$ cat config.mk
export PLATFORM = sky130hd
export DESIGN_NAME = ubx_assist_frame_separator_flat
export DESIGN_NICKNAME = d
export VERILOG_FILES = /design/src/sv/uafs_pkg.sv /design/src/sv/uafs_in_if.sv /design/src/sv/uafs_out_if.sv /design/src/sv/ubx_assist_frame_separator.sv /design/src/flat_wrapper.sv
export SDC_FILE = /design/constraint.sdc
export NUM_CORES = 2
export LEC_CHECK = 0
export BUFFER_PORTS_ARGS = -buffer_cell sky130_fd_sc_hd__clkbuf_2
export CAP_MARGIN = 20
export CORE_MARGIN = 5
export CORE_UTILIZATION = 29
export DETAILED_ROUTE_END_ITERATION = 8
export PLACE_DENSITY = 0.53
export SYNTH_ARGS = -nofsm -noshare
export SYNTH_HDL_FRONTEND = slang
export SYNTH_SLANG_ARGS = --single-unit
export TNS_END_PERCENT = 50
$ cat constraint.sdc
create_clock -name i_clk -period 4.38 [get_ports i_clk]
set_input_delay 0.219 -clock i_clk [delete_from_list [all_inputs] [get_ports i_clk]]
set_output_delay 0.219 -clock i_clk [all_outputs]
set_load 0.01 [all_outputs]
$ cat src/sv/uafs_pkg.sv
// Package: shared constants and register indexes of the UBX frame separator.
package uafs_pkg;
    localparam int unsigned BUFFER_BYTES_DEF = 64;
    localparam int unsigned MAX_PAYLOAD_DEF  = 56;
    localparam int unsigned FRAME_OVERHEAD   = 8;
    localparam int unsigned HEADER_BYTES     = 6;

    localparam logic [7:0] SYNC1_RST = 8'd181;
    localparam logic [7:0] SYNC2_RST = 8'd98;
    localparam logic [7:0] CLASS_RST = 8'd19;
    localparam logic [5:0] LIMIT_RST = 6'd56;

    typedef enum logic [1:0] {
        REG_SYNC1 = 2'd0,
        REG_SYNC2 = 2'd1,
        REG_CLASS = 2'd2,
        REG_LIMIT = 2'd3
    } t_reg_idx;

    localparam logic ACT_PUSH  = 1'b0;
    localparam logic ACT_FLUSH = 1'b1;
endpackage

$ cat src/sv/uafs_in_if.sv
// Interface: input channel carrying one action and stream byte per item.
interface uafs_in_if;
    logic       valid;
    logic       ready;
    logic       action;
    logic [7:0] in_byte;
    modport source (output valid, action, in_byte, input ready);
    modport sink   (input valid, action, in_byte, output ready);
endinterface

$ cat src/sv/uafs_out_if.sv
// Interface: output channel carrying one settled byte and its tags per item.
interface uafs_out_if;
    logic       valid;
    logic       ready;
    logic [7:0] out_byte;
    logic       is_frame;
    logic       span_end;
    logic       step_last;
    modport source (output valid, out_byte, is_frame, span_end, step_last, input ready);
    modport sink   (input valid, out_byte, is_frame, span_end, step_last, output ready);
endinterface

$ cat src/sv/ubx_assist_frame_separator.sv
// Top level: UBX frame separator with a circular byte store and a scan sequencer.
//
//  channel   | dir | handshake       | payload
//  i_in      | in  | valid / ready   | action, in_byte
//  o_out     | out | valid / ready   | out_byte, is_frame, span_end, step_last
//  i_cfg_*   | in  | write enable    | register index, 8-bit data
//
// One item at a time: a push rescans every held byte through one registered memory
// read port, with a checksum pass over each candidate frame, and emits the results.
// A flush emits every held byte and empties the store. Reset is synchronous and
// clears the control state only; the store needs no clearing. A stalled output
// holds the sequencer at its next emitted byte.
module ubx_assist_frame_separator #(
    parameter int unsigned BUFFER_BYTES = uafs_pkg::BUFFER_BYTES_DEF,
    parameter int unsigned MAX_PAYLOAD  = uafs_pkg::MAX_PAYLOAD_DEF
) (
    input  logic       i_clk,
    input  logic       i_rst_n,
    input  logic       i_cfg_we,
    input  logic [1:0] i_cfg_idx,
    input  logic [7:0] i_cfg_data,
    uafs_in_if.sink    i_in,
    uafs_out_if.source o_out
);
    localparam int unsigned AW = $clog2(BUFFER_BYTES);
    localparam int unsigned CW = $clog2(BUFFER_BYTES + 1);
    localparam int unsigned CAP_I = (MAX_PAYLOAD < BUFFER_BYTES - uafs_pkg::FRAME_OVERHEAD)
                                    ? MAX_PAYLOAD : BUFFER_BYTES - uafs_pkg::FRAME_OVERHEAD;
    localparam logic [5:0] LIM_CAP = 6'(CAP_I);
    localparam logic [CW-1:0] FLEN_BASE = CW'(uafs_pkg::FRAME_OVERHEAD);
    localparam logic [CW-1:0] HDR_LEN   = CW'(uafs_pkg::HEADER_BYTES);

    typedef enum logic [3:0] {
        S_IDLE, S_C0, S_C0W, S_C1W, S_C2W, S_C4W, S_C5W, S_SUM, S_CKA, S_CKB,
        S_END, S_COMMIT, S_FIN, E_RD, E_WR
    } t_state;

    typedef enum logic [1:0] {
        K_PRE, K_FRAME, K_TAIL, K_FLUSH
    } t_kind;

    t_state r_state;
    t_kind  r_kind;

    logic [7:0] r_sync1, r_sync2, r_class;
    logic [5:0] r_limit;

    logic [7:0]    r_mem [BUFFER_BYTES];
    logic [7:0]    r_rdata;
    logic [AW-1:0] r_head;
    logic [CW-1:0] r_count, r_pos, r_raw, r_end, r_idx, r_em_idx, r_em_to;
    logic [7:0]    r_len_lo, r_ca, r_cb;
    logic          r_em_frame;

    logic       r_pend_v, r_pend_frame, r_pend_end;
    logic [7:0] r_pend_byte;
    logic       r_out_v, r_out_frame, r_out_end, r_out_last;
    logic [7:0] r_out_byte;

    logic          out_free, out_load, in_acc, mem_we;
    logic [5:0]    eff_lim;
    logic [CW-1:0] avail, flen;
    logic [7:0]    ca_n;
    logic [AW-1:0] wr_addr;

    function automatic logic [AW-1:0] f_addr(input logic [AW-1:0] head,
                                             input logic [CW-1:0] off);
        logic [AW:0] sum;
        sum = {1'b0, head} + {1'b0, off[AW-1:0]};
        if (sum >= (AW+1)'(BUFFER_BYTES)) begin
            sum = sum - (AW+1)'(BUFFER_BYTES);
        end
        return sum[AW-1:0];
    endfunction

    assign out_free = !r_out_v || o_out.ready;
    // the output register takes the held-back result this cycle
    assign out_load = out_free && r_pend_v && ((r_state == S_FIN) || (r_state == E_WR));
    assign i_in.ready = (r_state == S_IDLE);
    assign in_acc = i_in.valid && (r_state == S_IDLE);
    assign eff_lim = (r_limit > LIM_CAP) ? LIM_CAP : r_limit;
    assign avail = r_count - r_pos;
    assign flen = FLEN_BASE + CW'(r_rdata[5:0] & 6'h00) + CW'(r_len_lo);
    assign ca_n = r_ca + r_rdata;
    assign mem_we = in_acc && (i_in.action == uafs_pkg::ACT_PUSH)
                    && (r_count < CW'(BUFFER_BYTES));
    assign wr_addr = f_addr(r_head, r_count);

    assign o_out.valid     = r_out_v;
    assign o_out.out_byte  = r_out_byte;
    assign o_out.is_frame  = r_out_frame;
    assign o_out.span_end  = r_out_end;
    assign o_out.step_last = r_out_last;

    always_ff @(posedge i_clk) begin
        if (mem_we) begin
            r_mem[wr_addr] <= i_in.in_byte;
        end
    end

    always_ff @(posedge i_clk) begin
        if (!i_rst_n) begin
            r_state  <= S_IDLE;
            r_kind   <= K_TAIL;
            r_sync1  <= uafs_pkg::SYNC1_RST;
            r_sync2  <= uafs_pkg::SYNC2_RST;
            r_class  <= uafs_pkg::CLASS_RST;
            r_limit  <= uafs_pkg::LIMIT_RST;
            r_head   <= '0;
            r_count  <= '0;
            r_pos    <= '0;
            r_raw    <= '0;
            r_pend_v <= 1'b0;
            r_out_v  <= 1'b0;
        end else begin
            if (i_cfg_we) begin
                case (uafs_pkg::t_reg_idx'(i_cfg_idx))
                    uafs_pkg::REG_SYNC1: r_sync1 <= i_cfg_data;
                    uafs_pkg::REG_SYNC2: r_sync2 <= i_cfg_data;
                    uafs_pkg::REG_CLASS: r_class <= i_cfg_data;
                    uafs_pkg::REG_LIMIT: r_limit <= i_cfg_data[5:0];
                    default: ;
                endcase
            end
            if (r_out_v && o_out.ready && !out_load) begin
                r_out_v <= 1'b0;
            end

            case (r_state)
                S_IDLE: begin
                    if (in_acc) begin
                        if (i_in.action == uafs_pkg::ACT_FLUSH) begin
                            if (r_count != '0) begin
                                r_em_idx   <= '0;
                                r_em_to    <= r_count;
                                r_em_frame <= 1'b0;
                                r_kind     <= K_FLUSH;
                                r_state    <= E_RD;
                            end else begin
                                r_state <= S_FIN;
                            end
                        end else begin
                            if (mem_we) begin
                                r_count <= r_count + CW'(1);
                            end
                            r_pos   <= '0;
                            r_raw   <= '0;
                            r_state <= S_C0;
                        end
                    end
                end
                S_C0: begin
                    if (r_pos == r_count) begin
                        r_state <= S_END;
                    end else begin
                        r_rdata <= r_mem[f_addr(r_head, r_pos)];
                        r_state <= S_C0W;
                    end
                end
                S_C0W: begin
                    if (r_rdata != r_sync1) begin
                        r_pos   <= r_pos + CW'(1);
                        r_state <= S_C0;
                    end else if (avail < CW'(2)) begin
                        r_state <= S_END;
                    end else begin
                        r_rdata <= r_mem[f_addr(r_head, r_pos + CW'(1))];
                        r_state <= S_C1W;
                    end
                end
                S_C1W: begin
                    if (r_rdata != r_sync2) begin
                        r_pos   <= r_pos + CW'(1);
                        r_state <= S_C0;
                    end else if (avail < HDR_LEN) begin
                        r_state <= S_END;
                    end else begin
                        r_rdata <= r_mem[f_addr(r_head, r_pos + CW'(2))];
                        r_state <= S_C2W;
                    end
                end
                S_C2W: begin
                    if (r_rdata != r_class) begin
                        r_pos   <= r_pos + CW'(1);
                        r_state <= S_C0;
                    end else begin
                        r_rdata <= r_mem[f_addr(r_head, r_pos + CW'(4))];
                        r_state <= S_C4W;
                    end
                end
                S_C4W: begin
                    r_len_lo <= r_rdata;
                    r_rdata  <= r_mem[f_addr(r_head, r_pos + CW'(5))];
                    r_state  <= S_C5W;
                end
                S_C5W: begin
                    // length high byte must be zero and low byte within the limit
                    if (r_rdata != 8'h00 || r_len_lo > {2'b00, eff_lim}) begin
                        r_pos   <= r_pos + CW'(1);
                        r_state <= S_C0;
                    end else if (avail < flen) begin
                        r_state <= S_END;
                    end else begin
                        r_end   <= r_pos + flen;
                        r_idx   <= r_pos + CW'(2);
                        r_ca    <= '0;
                        r_cb    <= '0;
                        r_rdata <= r_mem[f_addr(r_head, r_pos + CW'(2))];
                        r_state <= S_SUM;
                    end
                end
                S_SUM: begin
                    r_ca <= ca_n;
                    r_cb <= r_cb + ca_n;
                    if (r_idx == r_end - CW'(3)) begin
                        r_rdata <= r_mem[f_addr(r_head, r_end - CW'(2))];
                        r_state <= S_CKA;
                    end else begin
                        r_idx   <= r_idx + CW'(1);
                        r_rdata <= r_mem[f_addr(r_head, r_idx + CW'(1))];
                    end
                end
                S_CKA: begin
                    if (r_rdata != r_ca) begin
                        r_pos   <= r_pos + CW'(1);
                        r_state <= S_C0;
                    end else begin
                        r_rdata <= r_mem[f_addr(r_head, r_end - CW'(1))];
                        r_state <= S_CKB;
                    end
                end
                S_CKB: begin
                    if (r_rdata != r_cb) begin
                        r_pos   <= r_pos + CW'(1);
                        r_state <= S_C0;
                    end else if (r_pos > r_raw) begin
                        r_em_idx   <= r_raw;
                        r_em_to    <= r_pos;
                        r_em_frame <= 1'b0;
                        r_kind     <= K_PRE;
                        r_state    <= E_RD;
                    end else begin
                        r_em_idx   <= r_pos;
                        r_em_to    <= r_end;
                        r_em_frame <= 1'b1;
                        r_kind     <= K_FRAME;
                        r_state    <= E_RD;
                    end
                end
                S_END: begin
                    if (r_pos > r_raw) begin
                        r_em_idx   <= r_raw;
                        r_em_to    <= r_pos;
                        r_em_frame <= 1'b0;
                        r_kind     <= K_TAIL;
                        r_state    <= E_RD;
                    end else begin
                        r_state <= S_COMMIT;
                    end
                end
                S_COMMIT: begin
                    // drop the settled bytes from the front of the store
                    r_head  <= f_addr(r_head, r_pos);
                    r_count <= r_count - r_pos;
                    r_state <= S_FIN;
                end
                S_FIN: begin
                    if (!r_pend_v) begin
                        r_state <= S_IDLE;
                    end else if (out_free) begin
                        r_out_v     <= 1'b1;
                        r_out_byte  <= r_pend_byte;
                        r_out_frame <= r_pend_frame;
                        r_out_end   <= r_pend_end;
                        r_out_last  <= 1'b1;
                        r_pend_v    <= 1'b0;
                        r_state     <= S_IDLE;
                    end
                end
                E_RD: begin
                    r_rdata <= r_mem[f_addr(r_head, r_em_idx)];
                    r_state <= E_WR;
                end
                E_WR: begin
                    // hold one result back so the final one can carry step_last
                    if (!r_pend_v || out_free) begin
                        if (r_pend_v) begin
                            r_out_v     <= 1'b1;
                            r_out_byte  <= r_pend_byte;
                            r_out_frame <= r_pend_frame;
                            r_out_end   <= r_pend_end;
                            r_out_last  <= 1'b0;
                        end
                        r_pend_v     <= 1'b1;
                        r_pend_byte  <= r_rdata;
                        r_pend_frame <= r_em_frame;
                        r_pend_end   <= (r_em_idx + CW'(1) == r_em_to);
                        if (r_em_idx + CW'(1) != r_em_to) begin
                            r_em_idx <= r_em_idx + CW'(1);
                            r_state  <= E_RD;
                        end else begin
                            case (r_kind)
                                K_PRE: begin
                                    r_em_idx   <= r_pos;
                                    r_em_to    <= r_end;
                                    r_em_frame <= 1'b1;
                                    r_kind     <= K_FRAME;
                                    r_state    <= E_RD;
                                end
                                K_FRAME: begin
                                    r_pos   <= r_end;
                                    r_raw   <= r_end;
                                    r_state <= S_C0;
                                end
                                K_TAIL: begin
                                    r_state <= S_COMMIT;
                                end
                                K_FLUSH: begin
                                    r_count <= '0;
                                    r_head  <= '0;
                                    r_state <= S_FIN;
                                end
                                default: r_state <= S_FIN;
                            endcase
                        end
                    end
                end
                default: r_state <= S_IDLE;
            endcase
        end
    end
endmodule
$ cat src/flat_wrapper.sv
// flat-port wrapper written by rule: the top's interface ports become plain ports
module ubx_assist_frame_separator_flat 
#(
    parameter int unsigned BUFFER_BYTES = uafs_pkg::BUFFER_BYTES_DEF,
    parameter int unsigned MAX_PAYLOAD  = uafs_pkg::MAX_PAYLOAD_DEF
)
  (i_clk, i_rst_n, i_cfg_we, i_cfg_idx, i_cfg_data, i_in_valid, i_in_action, i_in_in_byte, i_in_ready, o_out_valid, o_out_out_byte, o_out_is_frame, o_out_span_end, o_out_step_last, o_out_ready);
  uafs_in_if i_in_i ();
  uafs_out_if o_out_i ();
  input  logic i_clk;
  input  logic i_rst_n;
  input  logic i_cfg_we;
  input  logic [1:0] i_cfg_idx;
  input  logic [7:0] i_cfg_data;
  input wire logic [$bits(i_in_i.valid)-1:0] i_in_valid;
  input wire logic [$bits(i_in_i.action)-1:0] i_in_action;
  input wire logic [$bits(i_in_i.in_byte)-1:0] i_in_in_byte;
  output wire logic [$bits(i_in_i.ready)-1:0] i_in_ready;
  output wire logic [$bits(o_out_i.valid)-1:0] o_out_valid;
  output wire logic [$bits(o_out_i.out_byte)-1:0] o_out_out_byte;
  output wire logic [$bits(o_out_i.is_frame)-1:0] o_out_is_frame;
  output wire logic [$bits(o_out_i.span_end)-1:0] o_out_span_end;
  output wire logic [$bits(o_out_i.step_last)-1:0] o_out_step_last;
  input wire logic [$bits(o_out_i.ready)-1:0] o_out_ready;
  assign i_in_i.valid = i_in_valid;
  assign i_in_i.action = i_in_action;
  assign i_in_i.in_byte = i_in_in_byte;
  assign i_in_ready = i_in_i.ready;
  assign o_out_valid = o_out_i.valid;
  assign o_out_out_byte = o_out_i.out_byte;
  assign o_out_is_frame = o_out_i.is_frame;
  assign o_out_span_end = o_out_i.span_end;
  assign o_out_step_last = o_out_i.step_last;
  assign o_out_i.ready = o_out_ready;
  ubx_assist_frame_separator #(.BUFFER_BYTES(BUFFER_BYTES), .MAX_PAYLOAD(MAX_PAYLOAD)) u_core (.i_clk(i_clk), .i_rst_n(i_rst_n), .i_cfg_we(i_cfg_we), .i_cfg_idx(i_cfg_idx), .i_cfg_data(i_cfg_data), .i_in(i_in_i), .o_out(o_out_i));
endmodule
Yosys cells after proc, flatten, opt, wreduce, memory -nomap -nowiden
Memory sizes are Yosys's and may differ from the RTL's.
Cells that the tools add are included.
{"block": "word_totals", "ff_bits": 147, "ram_bits": 512, "out_inout_bits": 13, "elab_cells": 364, "memories": 1}
{"block": "op_classes", "add_sub_neg": 35, "magnitude_cmp": 17, "n_eq_ne": 63, "muxes": 170, "bitwise_logic": 3, "n_reduce_logical": 47}
{"memory": "u_core.r_mem", "words": 64, "width": 8, "read_ports": 9, "rd_ports_with_merged_regs": 0, "wr": 1, "line": "ubx_assist_frame_separator.sv:48", "source": "logic [7:0] r_mem [BUFFER_BYTES];"}
{"op": "$mux 7", "n": 38}
{"op": "$mux 6", "n": 37}
{"op": "$mux 8", "n": 16}
{"op": "$pmux 8 s9", "n": 1}
{"op": "$add 6x6->7", "n": 10}
{"op": "$ge 7x7->1 const B", "n": 10}
{"op": "$sub 6x1->6 const B", "n": 11}
{"op": "$mux 4", "n": 16}
{"op": "$pmux 4 s15", "n": 1}
{"op": "$pmux 7 s4", "n": 2}
{"op": "$pmux 7 s8", "n": 1}
{"op": "$pmux 8 s2", "n": 3}
{"op": "$ne 8x8->1", "n": 5}
{"op": "$ne 2x2->1 const B", "n": 18}
{"op": "$mux 1", "n": 33}
{"op": "$add 7x1->7 const B", "n": 4}
{"op": "$eq 4x4->1 const B", "n": 7}
{"op": "$ne 2x1->1 const B", "n": 14}
{"op": "$pmux 7 s2", "n": 2}
{"op": "$eq 7x7->1", "n": 3}
{"op": "$pmux 7 s3", "n": 1}
{"op": "$reduce_and 9->1", "n": 2}
{"op": "$add 8x8->8", "n": 2}
{"op": "$eq 4x3->1 const B", "n": 4}
{"op": "other kinds (48)", "n": 94}

Logic depth before layout (Yosys ltp)
An unclocked memory read counts as a cell.
{"block": "depth", "word_depth": 12, "mapped_depth": 17, "depth_no_buf": 17}

Worst setup path before layout
No wires, ideal clock.
{"block": "synth_path", "kind": "reg2reg", "start": "register u_core.r_pos[2]", "end": "register u_core.r_rdata[1] (data pin)", "setup_time_ns": 0.280, "t_arrival_ns": 4.050, "setup_slack_ns": 0.051, "path_stages_with_launch": 16, "n_path_buf": 4, "synth_period_minus_slack_ns": 4.329, "cell_sequence": "dfxtp_1 clkbuf_1 inv_1 ha_1 inv_1 ha_1 xnor2_1 buf_2 buf_2 buf_2 mux4_2 mux4_2 mux2i_1 o22ai_1 a2111oi_0 nand4_1"}
{"block": "synth_between", "elab_chain_len": 12}
{"item": "from (decl)", "line": "ubx_assist_frame_separator.sv:51", "source": "logic [CW-1:0] r_count, r_pos, r_raw, r_end, r_idx, r_em_idx, r_em_to;"}
{"item": "from (signal assigned)", "line": "ubx_assist_frame_separator.sv:162", "source": "r_pos <= r_pos + CW'(1);"}
{"item": "from (signal assigned)", "line": "ubx_assist_frame_separator.sv:173", "source": "r_pos <= r_pos + CW'(1);"}
{"item": "from (signal assigned)", "line": "ubx_assist_frame_separator.sv:184", "source": "r_pos <= r_pos + CW'(1);"}
{"item": "$add 7x1->7"}
{"item": "$add 6x6->7", "line": "ubx_assist_frame_separator.sv:69", "source": "sum = {1'b0, head} + {1'b0, off[AW-1:0]};"}
{"item": "$sub 6x1->6 / $ge 7x7->1 (equally long branches)", "line": "ubx_assist_frame_separator.sv:71, ubx_assist_frame_separator.sv:70"}
{"item": "$mux 6", "line": "ubx_assist_frame_separator.sv:70", "source": "if (sum >= (AW+1)'(BUFFER_BYTES)) begin"}
{"item": "$mux 6", "line": "ubx_assist_frame_separator.sv:164", "source": "end else if (avail < CW'(2)) begin"}
{"item": "$mux 6", "line": "ubx_assist_frame_separator.sv:161", "source": "if (r_rdata != r_sync1) begin"}
{"item": "$mux 6", "line": "ubx_assist_frame_separator.sv:129", "source": "case (r_state)"}
{"item": "$mux 6", "line": "ubx_assist_frame_separator.sv:102", "source": "if (!i_rst_n) begin"}
{"item": "$mem_v2 64x8 (*)"}
{"item": "$mux 8", "line": "ubx_assist_frame_separator.sv:164"}
{"item": "$mux 8", "line": "ubx_assist_frame_separator.sv:161"}
{"item": "$pmux 8 s9 (*)", "line": "ubx_assist_frame_separator.sv:129"}
{"item": "to (signal assigned)", "line": "ubx_assist_frame_separator.sv:156", "source": "r_rdata <= r_mem[f_addr(r_head, r_pos)];"}
{"item": "to (signal assigned)", "line": "ubx_assist_frame_separator.sv:167", "source": "r_rdata <= r_mem[f_addr(r_head, r_pos + CW'(1))];"}
{"item": "to (signal assigned)", "line": "ubx_assist_frame_separator.sv:178", "source": "r_rdata <= r_mem[f_addr(r_head, r_pos + CW'(2))];"}
{"item": "to (decl)", "line": "ubx_assist_frame_separator.sv:49", "source": "logic [7:0] r_rdata;"}
Mark *: on every way between the ends. The rest lies on a longest branch, timed or not. The select of a mux whose other input is x is not followed.
A chain may end at the register's enable or synchronous reset.

Worst setup path after layout
{"block": "layout_path", "start": "register u_core.r_end[0]", "end": "register u_core.r_rdata[3] (data pin)"}
{"block": "layout_between", "elab_chain_len": 10}
{"item": "from (decl)", "line": "ubx_assist_frame_separator.sv:51"}
{"item": "from (signal assigned)", "line": "ubx_assist_frame_separator.sv:204", "source": "r_end <= r_pos + flen;"}
{"item": "$sub 6x1->6 / $sub 6x2->6 (equally long branches)", "line": "ubx_assist_frame_separator.sv:228, ubx_assist_frame_separator.sv:216"}
{"item": "$add 6x6->7", "line": "ubx_assist_frame_separator.sv:69"}
{"item": "$sub 6x1->6 / $ge 7x7->1 (equally long branches)", "line": "ubx_assist_frame_separator.sv:71, ubx_assist_frame_separator.sv:70"}
{"item": "$mux 6", "line": "ubx_assist_frame_separator.sv:70"}
{"item": "$mux 6, on equally long branches", "line": "ubx_assist_frame_separator.sv:224, ubx_assist_frame_separator.sv:215"}
{"item": "$mux 6", "line": "ubx_assist_frame_separator.sv:129"}
{"item": "$mux 6", "line": "ubx_assist_frame_separator.sv:102"}
{"item": "$mem_v2 64x8"}
{"item": "$mux 8, on equally long branches", "line": "ubx_assist_frame_separator.sv:224, ubx_assist_frame_separator.sv:215"}
{"item": "$pmux 8 s9 (*)", "line": "ubx_assist_frame_separator.sv:129"}
{"item": "to (signal assigned)", "line": "ubx_assist_frame_separator.sv:216", "source": "r_rdata <= r_mem[f_addr(r_head, r_end - CW'(2))];"}
{"item": "to (signal assigned)", "line": "ubx_assist_frame_separator.sv:220", "source": "r_rdata <= r_mem[f_addr(r_head, r_idx + CW'(1))];"}
{"item": "to (signal assigned)", "line": "ubx_assist_frame_separator.sv:228", "source": "r_rdata <= r_mem[f_addr(r_head, r_end - CW'(1))];"}
Marked as above.

==> out/qor.yml <==
floorplanning:
  rows: 163
  initial_utilization_pct: 29.22
  coreArea_um2: 197800
  die_area_um2: 208300
  die_y_um: 456.4
  fp.dieW_um: 456.4
  pin_count: 37
worst_setup_path:
  path_class: "register to register"
  worst_ep_required_time_ns: 4.82
  timing.rr.end: "u_core.r_rdata[3]"
  path_max_fanout: 28
  worstSetupStartpointType: "register"
  arrival_ns: 4.78
  r2r-start: "u_core.r_end[0]"
  r2r_cells: 13
  cpMostUsedCell: "a211oi_1"
  slowest_delay_ns: 0.92
  cp_slowest_cell: "fa_4"
  end_kind: "register"
  cp_cell_sequence: "inv_1 -> ha_1 -> fa_4 -> buf_12 -> mux4_2 -> and2_1 -> a211oi_1 -> a311oi_1 -> a21oi_1 -> buf_4 -> o21ai_0 -> a211oi_1 -> a41oi_1"
  reg2reg_slack_ns: 0.04
drt:
  routed_via_density: 6.674
  dr.pass1.iters: 7
  wl_per_cell_um: 37.35
  finalWirelength_mm: 261.0
  drt_iter0_markers: 7334
  vias: 46628
  ant_nets: 0
  drc: 0
yosys:
  synth_area_leader_cell: "mux4_2"
  synth-xor-area-share_pct: 2.541
  ys_seq_elements: 659
  synth_fa_ha_area_share_pct: 2.797
  async_reset_ff_share_pct: 0
  synth_top_family_by_area: "multiplexers"
  synth-edff-count: 594
  synthesis.nets: 4178
  ys_dominant_reg_cell: "edfxtp_1"
  avgSynthCellArea_um2: 14.34
  synthMuxAreaShare_pct: 45.46
  yosys.area_share.simple_pct: 7.425
  synth.most_common_cell: "mux4_2"
  synth_cells: 4032
  synth_compound_area_share_pct: 5.382
  synth_area_leaders: "mux4_2 (43%), edfxtp_1 (31%), nand2_1 (2.8%)"
  ys_types: 75
  synth_seq_area_share_pct: 33.11
  ys.warnings.count: 0
  ys_top_cells_by_count: "mux4_2 (1108), edfxtp_1 (594), nand2_1 (436)"
  yosys.area.top_type_share_pct: 43.17
  synth_area_um2: 57800
cells_and_area:
  finish.utilization_pct: 34.30
  area_growth_pct: 17.41
  n_fill_cell: 19161
  layout.nets: 4417
  final_area_um2: 67860
  drive_gt1_share_pct: 42.37
worst_hold_path:
  hold_depth: 1
  min_to: "u_core.r_mem[14][0]"
  hp-class: "primary input to register"
  hp-start: "i_in_in_byte[0]"
sta:
  worst_pin_slew_ns: 1.241
  min_period_ns: 4.337
  holdWs_ns: 0.02699
  worst_slack_ns: 0.04328
  relSlewSlack_pct: 16.87
  finalCritPeriodShare_pct: 99.01
  fin_setup_tns_ns: 0
  setup_viol: 0
  fmax_mhz: 230.6
  drv_slew: 0
  rsz0062_at_grt: "true"
  hold_violations: 0
  fin_skew_ns: 0.04395
place:
  dp_slack_ns: -0.002661
  placedInstanceArea_um2: 64770
  gp_congestion: 0.9620
  numPortBuffers: 36
  dp_hpwl_mm: 182.4
clock_network:
  cts_tree: "done"
  clk_latency_ns: 0.74
  ctsHtreeMaxLevel: 3
  clock-sinks: 659
  path_clk_slew_ns: 0.07
  numCtsBuffers: 81
  clk_path_buf_depth: 3
  cts_root_buf: "clkbuf_16"
status:
  status: "completed"
grt:
  grt_pass1_wl_mm: 362.9
  grt_use_met3_pct: 9.372
  grt-busiest-layer: "met2"
  grt-ovfl-total: 0
  grt_usage_pct: 24.29
  use_met1_pct: 31.13
  grt_pass1_vias: 45076
  antenna_found_initial: 11
  grt_max_degree: 65
  use_met2_pct: 35.52
power:
  p_leak_nw: 22.88
  powerDensity_nw_per_um2: 376.4
  peakVddDrop_v: 0.0003367
job:
  maxCapViolCount: 0
==> cells in the final DEF, fill, tap and decap left out, drive strengths merged, types with 10 or more instances in the layout <==
| master | n |
|---|---|
| a2111oi | 13 |
| a211oi | 40 |
| a21o | 22 |
| a21oi | 126 |
| a22oi | 11 |
| a311oi | 22 |
| a31oi | 28 |
| and2 | 25 |
| and3 | 53 |
| buf | 465 |
| clkbuf | 131 |
| clkinv | 34 |
| dfxtp | 65 |
| diode | 11 |
| dlygate4sd3 | 14 |
| edfxtp | 594 |
| fa | 12 |
| ha | 110 |
| inv | 87 |
| mux2 | 25 |
| mux2i | 104 |
| mux4 | 1108 |
| nand2 | 436 |
| nand2b | 19 |
| nand3 | 105 |
| nand4 | 32 |
| nor2 | 186 |
| nor2b | 22 |
| nor3 | 24 |
| nor4 | 10 |
| o211ai | 23 |
| o21a | 15 |
| o21ai | 51 |
| o21bai | 12 |
| o22ai | 18 |
| or2 | 13 |
| xnor2 | 113 |
| xor2 | 43 |
==> final cells by class <==
cell class,count,area [um2],area share [%]
well taps,2640,3303,4.867
inverters,82,307.8,0.4536
multi-input cells,2931,37320,54.99
diodes,11,27.53,0.04056
flip-flops and latches,659,19140,28.20
repair buffers,516,5009,7.380
clock buffers,94,2140,3.153
clock inverters,54,615.6,0.9071
==> timing repair <==
item                                   in CTS  in global routing
setup buffers                               0                  2
setup endpoints to repair                   0                 15
hold buffers                               14                  0
resized for setup                           0                 22
endpoints found under the hold margin      32                  0
==> metrics by stage <==
stage | instances | power [mW]
2_1_floorplan | 4032 | 14.34
3_3_place_gp | 6809 | 18.19
3_5_place_dp | 6809 | 18.23
4_1_cts | 6971 | 25.39
5_1_grt | 6977 | 26.40
6_report | 6987 | 25.54
==> per-layer routing <==
metal / share of wire, % / up-vias
li1: - / 17559
met1: 36 / 24269
met2: 43 / 3997
met3: 14 / 799
met4: 6.7 / 4
met5: 0.0088 / -
==> worst max-delay path: cells and delay by family, from the launching register on <==
| family | cells | cell delay [ns] |
|---|---|---|
| buffers and inverters | 3 | 0.55 |
| AO/OA/AOI/OAI | 6 | 1.37 |
| multiplexers | 1 | 0.32 |
| adder cells (fa/ha/maj) | 2 | 1.23 |
| AND/OR/NAND/NOR | 1 | 0.16 |
| flip-flops | 1 | 0.39 |
==> registers in the layout (all words and copies together) (netlist names), 6 cells and up <==
signal / cells
u_core.r_sync2: 8
u_core.r_raw: 7
u_core.r_len_lo: 8
u_core.r_ca: 8
u_core.r_cb: 8
u_core.r_count: 7
u_core.r_rdata: 8
u_core.o_out.out_byte: 8
u_core.r_pend_byte: 8
u_core.r_head: 6
u_core.r_em_to: 7
u_core.r_limit: 6
u_core.r_sync1: 8
u_core.r_idx: 7
u_core.r_pos: 7
u_core.r_end: 7
u_core.r_class: 8
u_core.r_mem: 512
u_core.r_em_idx: 7
==> how the worst max path moves through the flow <==
stage,from,end,slack (ns),cells after the start
after floorplan,u_core.r_pos[2],u_core.r_rdata[1],0.05,15
after global placement,u_core.r_head[0],u_core.r_rdata[1],0.02,12
after detailed placement,u_core.r_pos[1],u_core.r_rdata[4],-0.003,14
after CTS,u_core.r_pos[1],u_core.r_rdata[4],0.005,14
after global routing,u_core.r_end[0],u_core.r_rdata[5],-0.01,13
final,u_core.r_end[0],u_core.r_rdata[3],0.04,13
==> power by group <==
| group | switching [mW] | total (mW) | internal (mW) |
|---|---|---|---|
| Sequential | 0.333 | 7.41 | 7.07 |
| Combinational | 5.96 | 11.0 | 5.07 |
| Clock | 3.04 | 7.11 | 4.07 |
==> cells by family (layout without fill, tap and decap cells) <==
| kind of cell | Yosys count | count (layout) |
|---|---|---|
| fa+ha+maj | 122 | 122 |
| simple gates | 953 | 953 |
| flops | 659 | 659 |
| mux | 1237 | 1237 |
| buf+inv | 442 | 746 |
| compound gates | 459 | 459 |
| other cells | 0 | 11 |
| xor+xnor | 160 | 160 |
Power figures use the tool's default switching activity.
